<file path="src/rtl/pctc_pkg.sv">
// Package for the prefix code trie checker.
// Holds the opcodes and the command type passed from the front end to the trie walker.
// No dependencies.
package pctc_pkg;

	localparam logic OP_INSERT = 1'b0;
	localparam logic OP_END    = 1'b1;

	localparam int BITS_W = 16;
	localparam int LEN_W  = 5;

	typedef struct packed {
		logic              op;
		logic [BITS_W-1:0] bits;
		logic [LEN_W-1:0]  len;
	} cmd_t;

endpackage

</file>
<file path="src/rtl/pctc_ram.sv">
// Generic single-write, single-read RAM with a registered read port.
// Used for the trie node table. No dependencies.
module pctc_ram #(
	parameter int WIDTH = 15,
	parameter int DEPTH = 128
) (
	input  logic                             clk,
	input  logic                             we,
	input  logic [$clog2(DEPTH)-1:0]         waddr,
	input  logic [WIDTH-1:0]                 wdata,
	input  logic [$clog2(DEPTH)-1:0]         raddr,
	output logic [WIDTH-1:0]                 rdata
);

	logic [WIDTH-1:0] mem [DEPTH];

	always_ff @(posedge clk) begin
		if (we) begin
			mem[waddr] <= wdata;
		end
		rdata <= mem[raddr];
	end

endmodule

</file>
<file path="src/rtl/pctc_walk.sv">
// Back end of the prefix code trie checker: walks and extends the trie in the node
// table one code bit per cycle and holds the verdict in an output register.
// Depends on pctc_pkg and pctc_ram.
module pctc_walk
	import pctc_pkg::*;
#(
	parameter int NODES = 128
) (
	input  logic        clk,
	input  logic        arst_n,
	input  logic        cmd_valid,
	output logic        cmd_ready,
	input  cmd_t        cmd,
	output logic        m_tvalid,
	input  logic        m_tready,
	output logic [23:0] m_tdata
);

	localparam int IW = $clog2(NODES);
	localparam int EW = 2 * IW + 1;

	typedef enum logic [1:0] {
		B_IDLE = 2'b01,
		B_EVAL = 2'b10
	} bstate_t;

	bstate_t           state_q;
	logic [IW-1:0]     node_q;
	logic              fresh_q;
	logic [LEN_W-1:0]  pos_q;
	logic [BITS_W-1:0] bits_q;
	logic [IW-1:0]     nfn_q;
	logic              conflict_q;
	logic              overflow_q;
	logic              root_valid_q;
	logic [15:0]       set_cnt_q;
	logic              out_valid_q;
	logic [15:0]       out_set_q;
	logic              out_dec_q;
	logic              out_ovf_q;

	logic [EW-1:0] rdata;
	logic [EW-1:0] ent;
	logic [IW-1:0] ent_left;
	logic [IW-1:0] ent_right;
	logic          ent_mark;
	logic          has_kids;
	logic          is_final;
	logic [31:0]   bit_idx;
	logic          dir;
	logic [IW-1:0] child;
	logic [IW-1:0] new_idx;
	logic          table_full;
	logic          out_free;
	logic          pop;
	logic          ram_we;
	logic [IW-1:0] ram_waddr;
	logic [EW-1:0] ram_wdata;
	logic [IW-1:0] ram_raddr;

	// A node allocated during the current walk has not been written yet and reads
	// as empty; the same holds for the root until it is first written in a set.
	assign ent       = fresh_q ? '0 : rdata;
	assign ent_left  = ent[IW-1:0];
	assign ent_right = ent[2*IW-1:IW];
	assign ent_mark  = ent[2*IW];
	assign has_kids  = (ent_left != '0) || (ent_right != '0);
	assign is_final  = (pos_q == '0);

	assign bit_idx    = 32'(pos_q) - 32'd1;
	assign dir        = (bit_idx < 32'(BITS_W)) ? bits_q[bit_idx[3:0]] : 1'b0;
	assign child      = dir ? ent_right : ent_left;
	assign new_idx    = nfn_q + 1'b1;
	assign table_full = (nfn_q == IW'(NODES - 1));

	assign out_free  = !out_valid_q || m_tready;
	assign cmd_ready = (state_q == B_IDLE) && ((cmd.op == OP_INSERT) || out_free);
	assign pop       = cmd_valid && cmd_ready;

	assign ram_raddr = (state_q == B_EVAL) ? child : '0;
	assign ram_waddr = node_q;

	always_comb begin
		ram_we    = 1'b0;
		ram_wdata = ent;
		if (state_q == B_EVAL) begin
			if (is_final) begin
				if (!ent_mark && !has_kids) begin
					ram_we    = 1'b1;
					ram_wdata = {1'b1, ent_right, ent_left};
				end
			end else if (!ent_mark && (child == '0) && !table_full) begin
				ram_we    = 1'b1;
				ram_wdata = dir ? {ent_mark, new_idx, ent_left} : {ent_mark, ent_right, new_idx};
			end
		end
	end

	pctc_ram #(
		.WIDTH(EW),
		.DEPTH(NODES)
	) u_nodes (
		.clk  (clk),
		.we   (ram_we),
		.waddr(ram_waddr),
		.wdata(ram_wdata),
		.raddr(ram_raddr),
		.rdata(rdata)
	);

	always_ff @(posedge clk) begin
		if (pop && (cmd.op == OP_INSERT)) begin
			bits_q <= cmd.bits;
		end
		if (pop && (cmd.op == OP_END)) begin
			out_set_q <= set_cnt_q;
			out_dec_q <= !conflict_q;
			out_ovf_q <= overflow_q;
		end
	end

	always_ff @(posedge clk or negedge arst_n) begin
		if (!arst_n) begin
			state_q      <= B_IDLE;
			node_q       <= '0;
			fresh_q      <= 1'b0;
			pos_q        <= '0;
			nfn_q        <= '0;
			conflict_q   <= 1'b0;
			overflow_q   <= 1'b0;
			root_valid_q <= 1'b0;
			set_cnt_q    <= 16'd1;
			out_valid_q  <= 1'b0;
		end else begin
			if (pop && (cmd.op == OP_END)) begin
				out_valid_q <= 1'b1;
			end else if (m_tready) begin
				out_valid_q <= 1'b0;
			end

			if (ram_we && (node_q == '0)) begin
				root_valid_q <= 1'b1;
			end

			case (state_q)
				B_IDLE: begin
					if (pop) begin
						if (cmd.op == OP_END) begin
							nfn_q        <= '0;
							conflict_q   <= 1'b0;
							overflow_q   <= 1'b0;
							root_valid_q <= 1'b0;
							set_cnt_q    <= set_cnt_q + 16'd1;
						end else if (!conflict_q && !overflow_q) begin
							node_q  <= '0;
							fresh_q <= !root_valid_q;
							pos_q   <= cmd.len;
							state_q <= B_EVAL;
						end
					end
				end
				B_EVAL: begin
					if (is_final) begin
						if (ent_mark || has_kids) begin
							conflict_q <= 1'b1;
						end
						state_q <= B_IDLE;
					end else if (ent_mark) begin
						conflict_q <= 1'b1;
						state_q    <= B_IDLE;
					end else if (child == '0) begin
						if (table_full) begin
							overflow_q <= 1'b1;
							state_q    <= B_IDLE;
						end else begin
							nfn_q   <= new_idx;
							node_q  <= new_idx;
							fresh_q <= 1'b1;
							pos_q   <= pos_q - 1'b1;
						end
					end else begin
						node_q  <= child;
						fresh_q <= 1'b0;
						pos_q   <= pos_q - 1'b1;
					end
				end
				default: begin
					state_q <= B_IDLE;
				end
			endcase
		end
	end

	assign m_tvalid = out_valid_q;
	assign m_tdata  = {6'd0, out_ovf_q, out_dec_q, out_set_q};

endmodule

</file>
<file path="config.mk">
export PLATFORM = sky130hd
export DESIGN_NAME = pctc_walk
export DESIGN_NICKNAME = d
export VERILOG_FILES = /design/src/rtl/pctc_pkg.sv /design/src/rtl/pctc_ram.sv /design/src/rtl/pctc_walk.sv
export SDC_FILE = /design/constraint.sdc
export NUM_CORES = 2
export LEC_CHECK = 0
export ABC_AREA = 1
export ABC_CLOCK_PERIOD_IN_PS = 14300
export BUFFER_PORTS_ARGS = -buffer_cell sky130_fd_sc_hd__buf_2
export CORE_MARGIN = 5
export CORE_UTILIZATION = 40
export CTS_CLUSTER_SIZE = 20
export DETAILED_ROUTE_END_ITERATION = 6
export MAX_ROUTING_LAYER = met4
export PLACE_DENSITY_LB_ADDON = 0.2
export SYNTH_ARGS = -nofsm -noshare
export SYNTH_HDL_FRONTEND = slang
export SYNTH_HIERARCHICAL = 1
export SYNTH_SLANG_ARGS = --single-unit
</file>
<file path="constraint.sdc">
create_clock -name clk -period 14.3 [get_ports clk]
set_clock_uncertainty 0.05 [all_clocks]
set_input_delay 0.715 -clock clk [delete_from_list [all_inputs] [get_ports clk]]
set_output_delay 0.715 -clock clk [all_outputs]
set_load 0.005 [all_outputs]
</file>
==> impl_metrics.csv <==
group,metric,value,unit
status,outcome,"finished with violations",
status,failed_checks,"design-rule violations",
finish,drive_gt1_share,8.121,%
synth,netlist_area,82090,sq um
synth,synth_area_per_cell,11.75,sq um
synth,ys_top_cells_by_area,"edfxtp_1 (71%), nand3_1 (11%), nand2_1 (11%)",
finish,final_nets,7018,
synth,ys_seq_area_share,73.13,%
critical_path,cp_common_cell,"nand2_1",
critical_path,worstPathCellList,"inv_4 -> ha_1 -> inv_1 -> nand3_1 -> nand3_1 -> nand3_4 -> nand3_2 -> nand2_1 -> nand2_1 -> nor2_4 -> buf_12 -> buf_4 -> buf_4 -> nand2_1 -> nand3_1 -> nand3_1 -> nand3_1 -> nand2_1 -> nand2_1 -> nand3_1 -> nand2_1 -> nand2_1 -> nand2_1",
floorplanning,dieArea,214400,sq um
clock_tree,tritoncts,"yes",
floorplanning,start_util,40.16,%
global_route,grtUsageTotal,22.07,%
critical_path,startpoint_type,"flop",
clock_tree,clock_path_buffers,3,
critical_path,path_class,"flop to flop",
detailed_routing,drtAntennaViolNets,0,
synth,synth_flop_cell,"edfxtp_1",
synth,yosys.area_share.simple,23.05,%
clock_tree,post_cts_resize_count,0,
sta,drv_slew,0,
floorplanning,design.portCount,52,
floorplanning,row_count,166,
global_route,grt_pass1_wl,347600,microns
floorplanning,die_h,463.0,microns
power,total_power,0.01897,W
detailed_routing,met1_length,102900,microns
sta,timing.slew.headroom,8.155,%
global_route,overflow,0,
synth,muxShareOfSynthArea,0,%
global_route,grt_pass1_vias,50626,
finish,stdcell_count,9843,
floorplanning,coreArea,204400,sq um
clock_tree,cts_setup_buffers,0,
synth,ys_ff_latch,2011,
detailed_routing,drt_pass1_iterations,7,
critical_path,cp_num_buf_inv,5,
synth,netlist.top_cell.by_area,"edfxtp_1",
synth,synth_edf_count,1954,
critical_path,cp_top_family,"simple AND/OR/NAND/NOR gates",
sta,hold_violations,0,
detailed_routing,routed_wl,237300,microns
placed_design,dp.cells,9451,
detailed_routing,highest_layer,"met4",
global_route,antenna_found_initial,4,
global_route,grt_max_degree,199,
clock_tree,clk_latency,840,ps
synth,synth_compound_area_share,0.2622,%
critical_path,critPathSlowestCell,"buf_4",
sta,fmax,150.3,MHz
clock_tree,root_buffer,"clkbuf_16",
sta,worst_pin_slew,1378,ps
clock_tree,cts_buffers,205,
critical_path,critical_path.max_stage_delay,810,ps
synth,async_reset_ff_share,2.089,%
sta,fin_setup_tns,0,ps
sta,rsz0062_at_grt,"false",
power,powerDensity,207.2,nW/um^2
synth,synthTopCellsByCount,"nand2_1 (2381), edfxtp_1 (1954), nand3_1 (1788)",
detailed_routing,vias,54121,
placed_design,numPortBuffers,45,
detailed_routing,avgRoutedWirePerCell,24.11,microns
sta,fin_crit_sh,46.52,%
clock_tree,clock_sinks,2011,
critical_path,worst-path-max-fanout,198,
synth,synth-xor-area-share,0.2027,%
worst_hold_path,min_path_type,"input port to flop",
detailed_routing,route.met2.wl,110200,microns
clock_tree,h-tree-depth,4,
synth,synth_top_family_by_area,"simple AND/OR/NAND/NOR gates",
critical_path,cp.arrival,7370,ps
placed_design,place_hpwl,125800,microns
flow_run,cap_violations,0,
placed_design,place_congestion,0.8687,
synth,yosysUniqueCellTypes,42,
synth,synth_fa_ha_area_share,0.07621,%
detailed_routing,vias_per_cell,5.498,
detailed_routing,route.met3.wl,17770,microns
synth,syn_inst,6985,
power,peakVddDrop,146.8,uV
power,p_leak,32.57,nW
clock_tree,path_clk_slew,60,ps
critical_path,critPathCaptureType,"flop",
finish,syn_to_final_growth,11.51,%
detailed_routing,drt_iter0_drc,5880,
synth,yosys_warnings,6,
sta,min_period,6653,ps
synth,yosys.area.top_type_share,71.48,%
sta,report.final.setup_viol,0,
floorplanning,die_x,463.0,microns
detailed_routing,drc,8,
critical_path,crit_required,15020,ps
synth,synth_most_common_cell,"nand2_1",
-- registers in the layout, indices dropped and copies added, names as in the netlist --
register and flops:
out_set_q 16, bits_q 16, out_dec_q 1, node_q 7, pos_q 5, state_q 2
nfn_q 7, u_nodes/rdata 15, fresh_q 1, conflict_q 1, root_valid_q 1, out_ovf_q 1
m_tvalid 1, overflow_q 1, u_nodes/mem 1920, set_cnt_q 16
-- routing by layer --
| metal | vias up | GRT usage (%) |
|---|---|---|
| met5 | - | - |
| met4 | 0 | 6.163 |
| met3 | 384 | 3.518 |
| met2 | 2202 | 33.65 |
| met1 | 26972 | 30.91 |
| li1 | 24563 | - |
-- cells by family after synthesis --
family,after synthesis
other,1
buffers and inverters,524
flip-flops,2011
adder cells (fa/ha/maj),5
AO/OA/AOI/OAI,39
XOR/XNOR,19
AND/OR/NAND/NOR,4386
-- area by class of cell --
type,instances,area [sq um]
Antenna cell,1,2.502
Clock buffer,271,5524
Clock inverter,103,837.1
Fill cell,18773,112800
Inverter,76,332.8
Multi-Input combinational cell,4455,19620
Sequential cell,2011,60030
Tap cell,2688,3363
Timing Repair Buffer,238,1829
-- power breakdown --
part           total, W  internal (W)  switching, W  leakage (nW)
combinational   0.00628       0.00132       0.00496          11.0
sequential      0.00754       0.00746     0.0000886          18.5
clock           0.00515       0.00291       0.00224          3.11
total            0.0190        0.0117       0.00728          32.6
-- through the flow --
stage | utilization [%] | instance area (sq um) | hold slack [ps] | setup WS (ps)
floorplan | - | 82110 | 369.4 | 5856
finish | 44.79 | 91540 | 66.50 | 7647
detailed placement | 41.59 | 85000 | 383.5 | 7939
global route | 44.79 | 91540 | 34.57 | 7335
CTS | 44.79 | 91540 | 0.3566 | 7919
global placement | 41.59 | 85000 | 384.1 | 8075
-- placed cells by master, fill, tap and decap left out, types with 17 or more instances in the layout --
cell           instances
inv_1                 66
buf_2                 45
clkbuf_1              57
dfrtp_1               40
clkbuf_16            210
edfxtp_1            1954
buf_4                167
clkinv_2              33
clkinv_1              48
nand3_1             1788
dlygate4sd3_1         17
nor2_2                29
nor2_1               130
nand2_1             2371
-- path summary, 6_finish.rpt --
kind | from | to | slack, ps | cells past startpoint
max in group asynchronous | arst_n | nfn_q[0] | 12980 | 2
worst min register to register | set_cnt_q[13] | out_set_q[13] | 400 | 0
worst min-delay path | m_tready | m_tvalid | 70 | 2
worst max-delay path | pos_q[0] | u_nodes/rdata[5] | 7650 | 23
min in group asynchronous | arst_n | node_q[1] | 580 | 2
worst max register to register | pos_q[0] | u_nodes/rdata[5] | 7650 | 23
-- timing repair --
item	4_1_cts	5_1_grt
endpoints found under the hold margin	18	0
setup endpoints to repair	0	0
hold buffers	17	0
Power figures use the tool's default switching activity.
